$ cat src/hw/rtl/fern_pkg.sv
// ----------------------------------------------------------------------------
// fern_pkg
// Shared types and constants of the fern point generator: map codes,
// item and result records, configuration record, map coefficients.
// ----------------------------------------------------------------------------
package fern_pkg;

  // affine map chosen by the selector
  typedef enum logic [1:0] {
    MAP_STEM  = 2'd0,
    MAP_LEFT  = 2'd1,
    MAP_RIGHT = 2'd2,
    MAP_MAIN  = 2'd3
  } map_e;

  // classified item passed from front to back
  typedef struct packed {
    map_e map;
    logic restart;
  } item_t;

  // configuration registers
  typedef struct packed {
    logic        [31:0] zoom_x;
    logic        [31:0] zoom_y;
    logic signed [31:0] offset_x;
    logic signed [31:0] offset_y;
  } cfg_t;

  // one result
  typedef struct packed {
    logic               plot;
    logic        [9:0]  pixel_x;
    logic        [9:0]  pixel_y;
    logic signed [31:0] point_x;
    logic signed [31:0] point_y;
  } result_t;

  // map coefficients, Q1.24; y bias is in Q24 units
  typedef struct packed {
    logic signed [25:0] kxx;
    logic signed [25:0] kxy;
    logic signed [25:0] kyx;
    logic signed [25:0] kyy;
    logic signed [25:0] by;
  } coef_t;

  // register indexes
  localparam logic [1:0] REG_ZOOM_X   = 2'd0;
  localparam logic [1:0] REG_ZOOM_Y   = 2'd1;
  localparam logic [1:0] REG_OFFSET_X = 2'd2;
  localparam logic [1:0] REG_OFFSET_Y = 2'd3;

  localparam logic [31:0] ZOOM_RESET = 32'd6553600;

  // fixed point coefficients
  localparam logic signed [25:0] K_0_16 = 26'sd2684355;
  localparam logic signed [25:0] K_0_15 = 26'sd2516582;
  localparam logic signed [25:0] K_0_28 = 26'sd4697620;
  localparam logic signed [25:0] K_0_26 = 26'sd4362076;
  localparam logic signed [25:0] K_0_24 = 26'sd4026532;
  localparam logic signed [25:0] K_0_44 = 26'sd7381975;
  localparam logic signed [25:0] K_0_20 = 26'sd3355443;
  localparam logic signed [25:0] K_0_23 = 26'sd3858760;
  localparam logic signed [25:0] K_0_22 = 26'sd3690988;
  localparam logic signed [25:0] K_1_6  = 26'sd26843546;
  localparam logic signed [25:0] K_0_85 = 26'sd14260634;
  localparam logic signed [25:0] K_0_04 = 26'sd671089;

  localparam logic signed [31:0] COORD_MAX = 32'sh7fff_ffff;
  localparam logic signed [31:0] COORD_MIN = 32'sh8000_0000;

  // zoom products at or above this magnitude are out of range
  localparam logic [63:0] PROD_LIMIT = 64'h4000_0000_0000_0000;

  // coefficient set of a map
  function automatic coef_t map_coef(input map_e m);
    coef_t c;
    case (m)
      MAP_STEM: begin
        c = '{kxx: '0, kxy: '0, kyx: '0, kyy: K_0_16, by: '0};
      end
      MAP_LEFT: begin
        c = '{kxx: -K_0_15, kxy: K_0_28, kyx: K_0_26, kyy: K_0_24, by: K_0_44};
      end
      MAP_RIGHT: begin
        c = '{kxx: K_0_20, kxy: -K_0_26, kyx: K_0_23, kyy: K_0_22, by: K_1_6};
      end
      default: begin
        c = '{kxx: K_0_85, kxy: K_0_04, kyx: -K_0_04, kyy: K_0_85, by: K_1_6};
      end
    endcase
    return c;
  endfunction

  // q48 sum to q24: add one half, floor, saturate to 32 bits
  function automatic logic signed [31:0] round_sat(input logic signed [59:0] s);
    logic signed [59:0] t;
    logic        [35:0] q;
    t = s + 60'sd8388608;
    q = t[59:24];
    if (q[35:31] == {5{q[35]}}) begin
      return $signed(q[31:0]);
    end else if (q[35]) begin
      return COORD_MIN;
    end else begin
      return COORD_MAX;
    end
  endfunction

endpackage

$ cat src/hw/rtl/fern_front.sv
// ----------------------------------------------------------------------------
// fern_front
// Input side: accepts items, classifies the selector into a map code and
// holds classified items in a short queue for the back end.
// ----------------------------------------------------------------------------
module fern_front (
  input  logic              clk_i,
  input  logic              rst_ni,
  input  logic              push_i,
  input  logic [6:0]        rand_sel_i,
  input  logic              restart_i,
  output logic              full_o,
  output fern_pkg::item_t   item_o,
  output logic              avail_o,
  input  logic              take_i
);

  localparam int unsigned QDepth = 2;
  localparam int unsigned PtrW   = $clog2(QDepth);
  localparam int unsigned CntW   = $clog2(QDepth + 1);

  fern_pkg::item_t que_q [QDepth];
  fern_pkg::item_t item_in;
  logic [PtrW-1:0] wr_q, wr_d, rd_q, rd_d;
  logic [CntW-1:0] cnt_q, cnt_d;
  logic            wr_en, rd_en;

  // selector classification
  always_comb begin
    item_in.restart = restart_i;
    if (rand_sel_i == 7'd0) begin
      item_in.map = fern_pkg::MAP_STEM;
    end else if (rand_sel_i <= 7'd7) begin
      item_in.map = fern_pkg::MAP_LEFT;
    end else if (rand_sel_i <= 7'd15) begin
      item_in.map = fern_pkg::MAP_RIGHT;
    end else begin
      item_in.map = fern_pkg::MAP_MAIN;
    end
  end

  // queue control
  assign full_o  = (cnt_q == CntW'(QDepth));
  assign avail_o = (cnt_q != '0);
  assign item_o  = que_q[rd_q];
  assign wr_en   = push_i && !full_o;
  assign rd_en   = take_i && avail_o;

  always_comb begin
    wr_d  = wr_en ? wr_q + 1'b1 : wr_q;
    rd_d  = rd_en ? rd_q + 1'b1 : rd_q;
    cnt_d = cnt_q;
    if (wr_en && !rd_en) begin
      cnt_d = cnt_q + 1'b1;
    end else if (rd_en && !wr_en) begin
      cnt_d = cnt_q - 1'b1;
    end
  end

  always_ff @(posedge clk_i or negedge rst_ni) begin
    if (!rst_ni) begin
      wr_q  <= '0;
      rd_q  <= '0;
      cnt_q <= '0;
    end else begin
      wr_q  <= wr_d;
      rd_q  <= rd_d;
      cnt_q <= cnt_d;
    end
  end

  // queue storage
  always_ff @(posedge clk_i) begin
    if (wr_en) begin
      que_q[wr_q] <= item_in;
    end
  end

endmodule

$ cat config.mk
export PLATFORM = sky130hd
export DESIGN_NAME = fern_front
export DESIGN_NICKNAME = d
export VERILOG_FILES = /design/src/hw/rtl/fern_pkg.sv /design/src/hw/rtl/fern_front.sv
export SDC_FILE = /design/constraint.sdc
export NUM_CORES = 1
export LEC_CHECK = 0
export BUFFER_PORTS_ARGS = -buffer_cell sky130_fd_sc_hd__buf_2
export CAP_MARGIN = 20
export CORE_AREA = 2 2 39 41
export CTS_CLUSTER_DIAMETER = 50
export DETAILED_ROUTE_END_ITERATION = 8
export DIE_AREA = 0 0 41 43
export GPL_TIMING_DRIVEN = 1
export PLACE_DENSITY = 0.69
export SLEW_MARGIN = 40
export SYNTH_ARGS = -nofsm -noshare
export SYNTH_HDL_FRONTEND = slang
export SYNTH_SLANG_ARGS = --single-unit
$ cat constraint.sdc
create_clock -name clk_i -period 3.26 [get_ports clk_i]
set_clock_uncertainty 0.05 [all_clocks]
set_input_delay 0.163 -clock clk_i [delete_from_list [all_inputs] [get_ports clk_i]]
set_output_delay 0.163 -clock clk_i [all_outputs]
set_load 0.1 [all_outputs]
# After elaboration in Yosys (flattened, before gate mapping)
# Memory sizes are Yosys's and may differ from the RTL's.
# Cells that the tools add are included.
dict set report word_totals {
  latch_bits 0
  out_inout_bits 5
  word_cells 28
  romBits 0
  mem_bits_rw 6
  inputBits 12
  ff_bits 4
  memories 1
}
# memory words width rd rd_ports_with_merged_regs wr line
set memory_table {}
lappend memory_table {que_q 2 3 1 0 1 fern_front.sv:22} ;# fern_pkg::item_t que_q [QDepth];
dict set report op_classes {
  n_addsub 4
  magnitude_cmp 2
  reduce_logical 10
  n_mul 0
  eq_ne 1
  shifts 0
  div 0
  mux 7
  bitwise 0
}
# op n
set op_table {}
lappend op_table {{2-bit two-way mux} 4}
lappend op_table {{7-bit by 3-bit less-or-equal comparator with 1-bit output (second input constant)} 1}
lappend op_table {{7-bit by 4-bit less-or-equal comparator with 1-bit output (second input constant)} 1}
lappend op_table {{7-bit logical NOT} 1}
lappend op_table {{1-bit logical AND} 4}
lappend op_table {{2-bit nonzero test} 2}
lappend op_table {{1-bit logical NOT} 3}
lappend op_table {{1-bit two-way mux} 3}
lappend op_table {{1-bit adder (second input constant)} 2}
lappend op_table {{2-bit by 1-bit adder with 2-bit output (second input constant)} 1}
lappend op_table {{2-bit == test (second input constant)} 1}
lappend op_table {{2-bit by 1-bit subtractor with 2-bit output (second input constant)} 1}

# Longest topological paths before layout
dict set report depth {
  depth_word 7
  ltp_mapped 7
  depth_no_buf 7
}

# Least setup slack after synthesis
# OpenSTA, ideal clock, no wires.
dict set report synth_timing {
  path_kind {reg2reg}
  from {register cnt_q[0]}
  to {register cnt_q[1]}
  synth_period_minus_slack_ps 1548
  arrival_ps 1372
  setup_time_ps 125
  slack_ps 1712
  path_stages_with_launch 7
  n_path_buf 0
  required_time_ps 3085
  cell_sequence {dfrtp_1 > or2_4 > nand2_4 > ha_1 > xor2_1 > nor2_1 > xor2_1}
}
dict set report synth_between {
  elab_cells_between_ends 14
  classes_between {add/sub: 2; eq/ne: 1; mux: 2; reduce/logical: 9}
}
# element line
set synth_rtl {}
lappend synth_rtl {{from (decl)} fern_front.sv:25} ;# logic [CntW-1:0] cnt_q, cnt_d;
lappend synth_rtl {{from (signal assigned)} fern_front.sv:68} ;# cnt_q <= cnt_d;
lappend synth_rtl {{2-bit nonzero test *} fern_front.sv:44} ;# assign avail_o = (cnt_q != '0);
lappend synth_rtl {{net avail_o} fern_front.sv:14} ;# output logic avail_o,
lappend synth_rtl {{1-bit logical AND *} fern_front.sv:47} ;# assign rd_en = take_i && avail_o;
lappend synth_rtl {{1-bit logical NOT} fern_front.sv:53} ;# if (wr_en && !rd_en) begin
lappend synth_rtl {{1-bit logical AND} fern_front.sv:53}
lappend synth_rtl {{2-bit two-way mux or 2-bit nonzero test (tied branches)} --}
# Mark *: on every way through the listed nets, which the timed path passes. The rest lies on a longest branch. The select of a mux whose other input is x is not followed.
# A chain may end at the register's enable or synchronous reset.

# Worst setup path after layout
dict set report layout_timing {
  from {register cnt_q[0]}
  to {output full_o}
}
dict set report layout_between {
  elab_chain_cells 1
}
# element line
set layout_rtl {}
lappend layout_rtl {{2-bit == test} fern_front.sv:43} ;# assign full_o = (cnt_q == CntW'(QDepth));
lappend layout_rtl {{to (decl)} fern_front.sv:12} ;# output logic full_o,
# No other way between the ends.

==> impl.org <==
** Outcome
- The run finished with clean final reports.

** Timing
- Max Transition Viols Final :: 0
- For this run, the top clock speed supported by timing is 0.643 GHz.
- The worst pin sits at a relative slew slack of 67.9%.
- Unrepaired setup endpoints after global routing :: false
- Min Tclk post-route :: 1550 ps
- Setup-failing EPs final :: 0
- After layout, the worst path uses 47.7% of the clock period.
- The number of endpoints with negative hold slack in the final report is 0.
- For the pin with the worst max-slew slack, the measured transition is 485 ps.
- Setup tns final :: 0 ps

** Yosys
- Library cells used by synthesis :: 16
- The Yosys step of the flow raised 0 warnings.
- Fraction of post-synthesis cell area in the top cell type by area :: 39.8%
- Share of synthesized area spent on multiplexers :: 7.46%
- Number of nets produced by synthesis :: 45
- Average footprint of a synthesized cell :: 14.2 sq um
- By area, the combinational part of the netlist is dominated by simple AND/OR/NAND/NOR gates.
- Of the total synthesized cell area, the portion taken by XOR and XNOR cells is 11.3%.
- Proportion of synthesized chip area in sequential cells :: 61.9%
- Seq cells post-synth :: 10
- Of the total synthesized cell area, the portion taken by full adders, half adders and majority gates is 2.76%.
- Cell Area, Synth :: 453 sq um
- After Yosys synthesis, and, or, nand and nor cells account for 13.8% of the synthesized area.
- In the synthesized netlist, the number of instances is 32.
- Sorting the synthesized cells by area gives the leading types as sky130_fd_sc_hd__edfxtp_1 40%, sky130_fd_sc_hd__dfrtp_1 22%, sky130_fd_sc_hd__mux2_1 7.5%.
- Of all cell types, the one taking the most synthesized area is sky130_fd_sc_hd__edfxtp_1.
- The synthesized netlist devotes 1.10% of its cell area to compound gates.

** Setup path
- Endpoint of the lowest-slack register-to-register path :: cnt_q[1]
- Critical path fanouts, max :: 4
- At the worst endpoint, the required time is 3050 ps.
- The number of cells on the worst reg-to-reg path is 7.
- The worst register-to-register path begins at cnt_q[0].
- The setup check on the worst reg-to-reg path leaves a slack of 1770 ps.
- Critical path data arrival time :: 1340 ps
- Type of element capturing the critical path :: output pin
- STA classifies the critical path startpoint as a register.
- Launch point of the critical path :: cnt_q[0]
- The most critical setup path has its endpoint at full_o.
- Worst Path Class, Setup :: reg -> out

** Final layout
- Nets@finish :: 67
- Compared with the post-synthesis result, the final layout area differs by 30.1%.
- Count of inserted antenna diode cells :: 0
- Fraction of final layout cells with drive strength greater than 1 :: 43.4%

** Die
- Total I/O pin count :: 17
- Die height :: 43 microns
- Die Outline Area :: 1760 sq um
- Effective utilization at floorplan :: 32.7%
- Standard-cell row count :: 14
- The core region is 1380 sq um.
- Horizontal die dimension :: 41 microns

** CTS
- Post-CTS Setup Bufs :: 0
- Clock root cell :: sky130_fd_sc_hd__clkbuf_4
- Clock-pin slew reported for the worst setup and hold paths after clock tree synthesis :: 60 ps
- TritonCTS built the clock tree.
- Clock buffer depth :: 2
- Counting every sink on the clock net gives 10.
- In this run, CTS created clock tree buffers numbering 3.
- Number of H-tree levels :: 1
- The later pin in the worst-skew pair is clocked with a latency of 250 ps.

** Routing
- Summing over every cut layer, the via total after detailed routing is 281.
- Before antenna repair, the detailed router went through 4 iterations.
- After detailed routing, the average wire length per cell comes to 9.59 microns.
- Remaining design rule violation count :: 0
- Vias/cell :: 4.07
- Total wire length after detailed routing :: 662 microns
- Once detail routing completed, the nets flagged for antenna violations numbered 0.
- In this run, the number of DRC markers left after iteration 0 of detailed routing was 5.

** Run
- Number of violations of the max-capacitance limit :: 0

** Place
- Number of port buffers :: 16
- HPWL Detailed :: 576 microns
- Weighted congestion reported at the end of routability-driven placement :: 0.696

** Global route
- Grt ovf :: 0
- The via count of the first global-routing pass came to 285.
- Maximum number of pins on one net before global-route repair :: 7
- Across every metal layer, demand over resource in global routing totals 9.08%.
- Wire length of the first global-routing pass :: 1.07 mm
- The initial antenna violation count came to 0.

** Hold path
- The tightest min-delay check is of the in -> reg type.
## cell type report
type | instances | area [sq um]
Fill cell | 129 | 795
Sequential cell | 10 | 280
Multi-Input combinational cell | 20 | 165
Timing Repair Buffer | 17 | 90.1
Clock buffer | 3 | 22.5
Tap cell | 16 | 20.0
Inverter | 2 | 7.51
Clock inverter | 1 | 3.75
## placed cells by master, fill, tap and decap left out, drive strengths merged, types with 3 or more instances in the layout
master  instances
xnor2           3
dfrtp           4
buf            16
mux2            3
edfxtp          6
clkbuf          3
## worst max-delay path, cell delays in order, from the launching register on
cell and delay (ps):
sky130_fd_sc_hd__dfrtp_1 420, sky130_fd_sc_hd__nand2b_1 190, sky130_fd_sc_hd__inv_1 60, sky130_fd_sc_hd__buf_2 410
## per-layer routing
metal  GRT usage (%)  share of wire, %  vias to the layer above
li1                -                 -                      151
met1            10.2                46                      120
met2            14.4                45                       10
met3            3.66               8.9                        0
met4            4.00                 0                        0
met5               0                 0                        -
## timing repair
| item | CTS | global route |
|---|---|---|
| gates resized for setup | 0 | 0 |
| endpoints found under the hold margin | 4 | 0 |
| hold buffers | 1 | 0 |
| setup endpoints to repair | 0 | 0 |
## worst min path at each step
stage | from | to | slack, ps | cells after the start
floorplan | rst_ni | cnt_q[0] | -180 | 0
global placement | rst_ni | cnt_q[0] | -70 | 1
detailed placement | rst_ni | cnt_q[0] | -70 | 1
CTS | restart_i | que_q[0][0] | 40 | 1
global route | restart_i | que_q[0][0] | 30 | 1
finish | restart_i | que_q[0][0] | 50 | 1
## cell families (layout without fill, tap and decap cells)
kind of cell	Yosys count	in the layout
XOR/XNOR	5	5
flip-flops	10	10
multiplexers	3	3
adder cells (fa/ha/maj)	1	1
AO/OA/AOI/OAI	1	1
AND/OR/NAND/NOR	10	10
buffers and inverters	2	23
## cell usage after synthesis (all sizes together)
cell type	n
inv	2
xor2	2
ha	1
or2	1
nor2	2
dfrtp	4
nand2b	2
xnor2	3
edfxtp	6
o21ai	1
nor3	2
nand2	2
and3	1
mux2	3
## flip-flops by register name, indices dropped and copies added, names as in the netlist
name,count
cnt_q,2
rd_q,1
que_q,6
wr_q,1
## per-stage QoR
step	area [sq um]	std cells	util, %	setup WS (ps)	hold WS (ps)
2_1_floorplan	453	32	-	1710	-183
3_3_place_gp	553	64	40.0	1810	-73.1
3_5_place_dp	553	64	40.0	1760	-73.8
4_1_cts	589	69	42.6	1700	39.7
5_1_grt	589	69	42.6	1640	27.5
6_report	589	69	42.6	1710	46.0
Power is left out: the tool's default activity adds up to more than one toggle a clock period on the data nets, which glitch-free logic cannot reach.
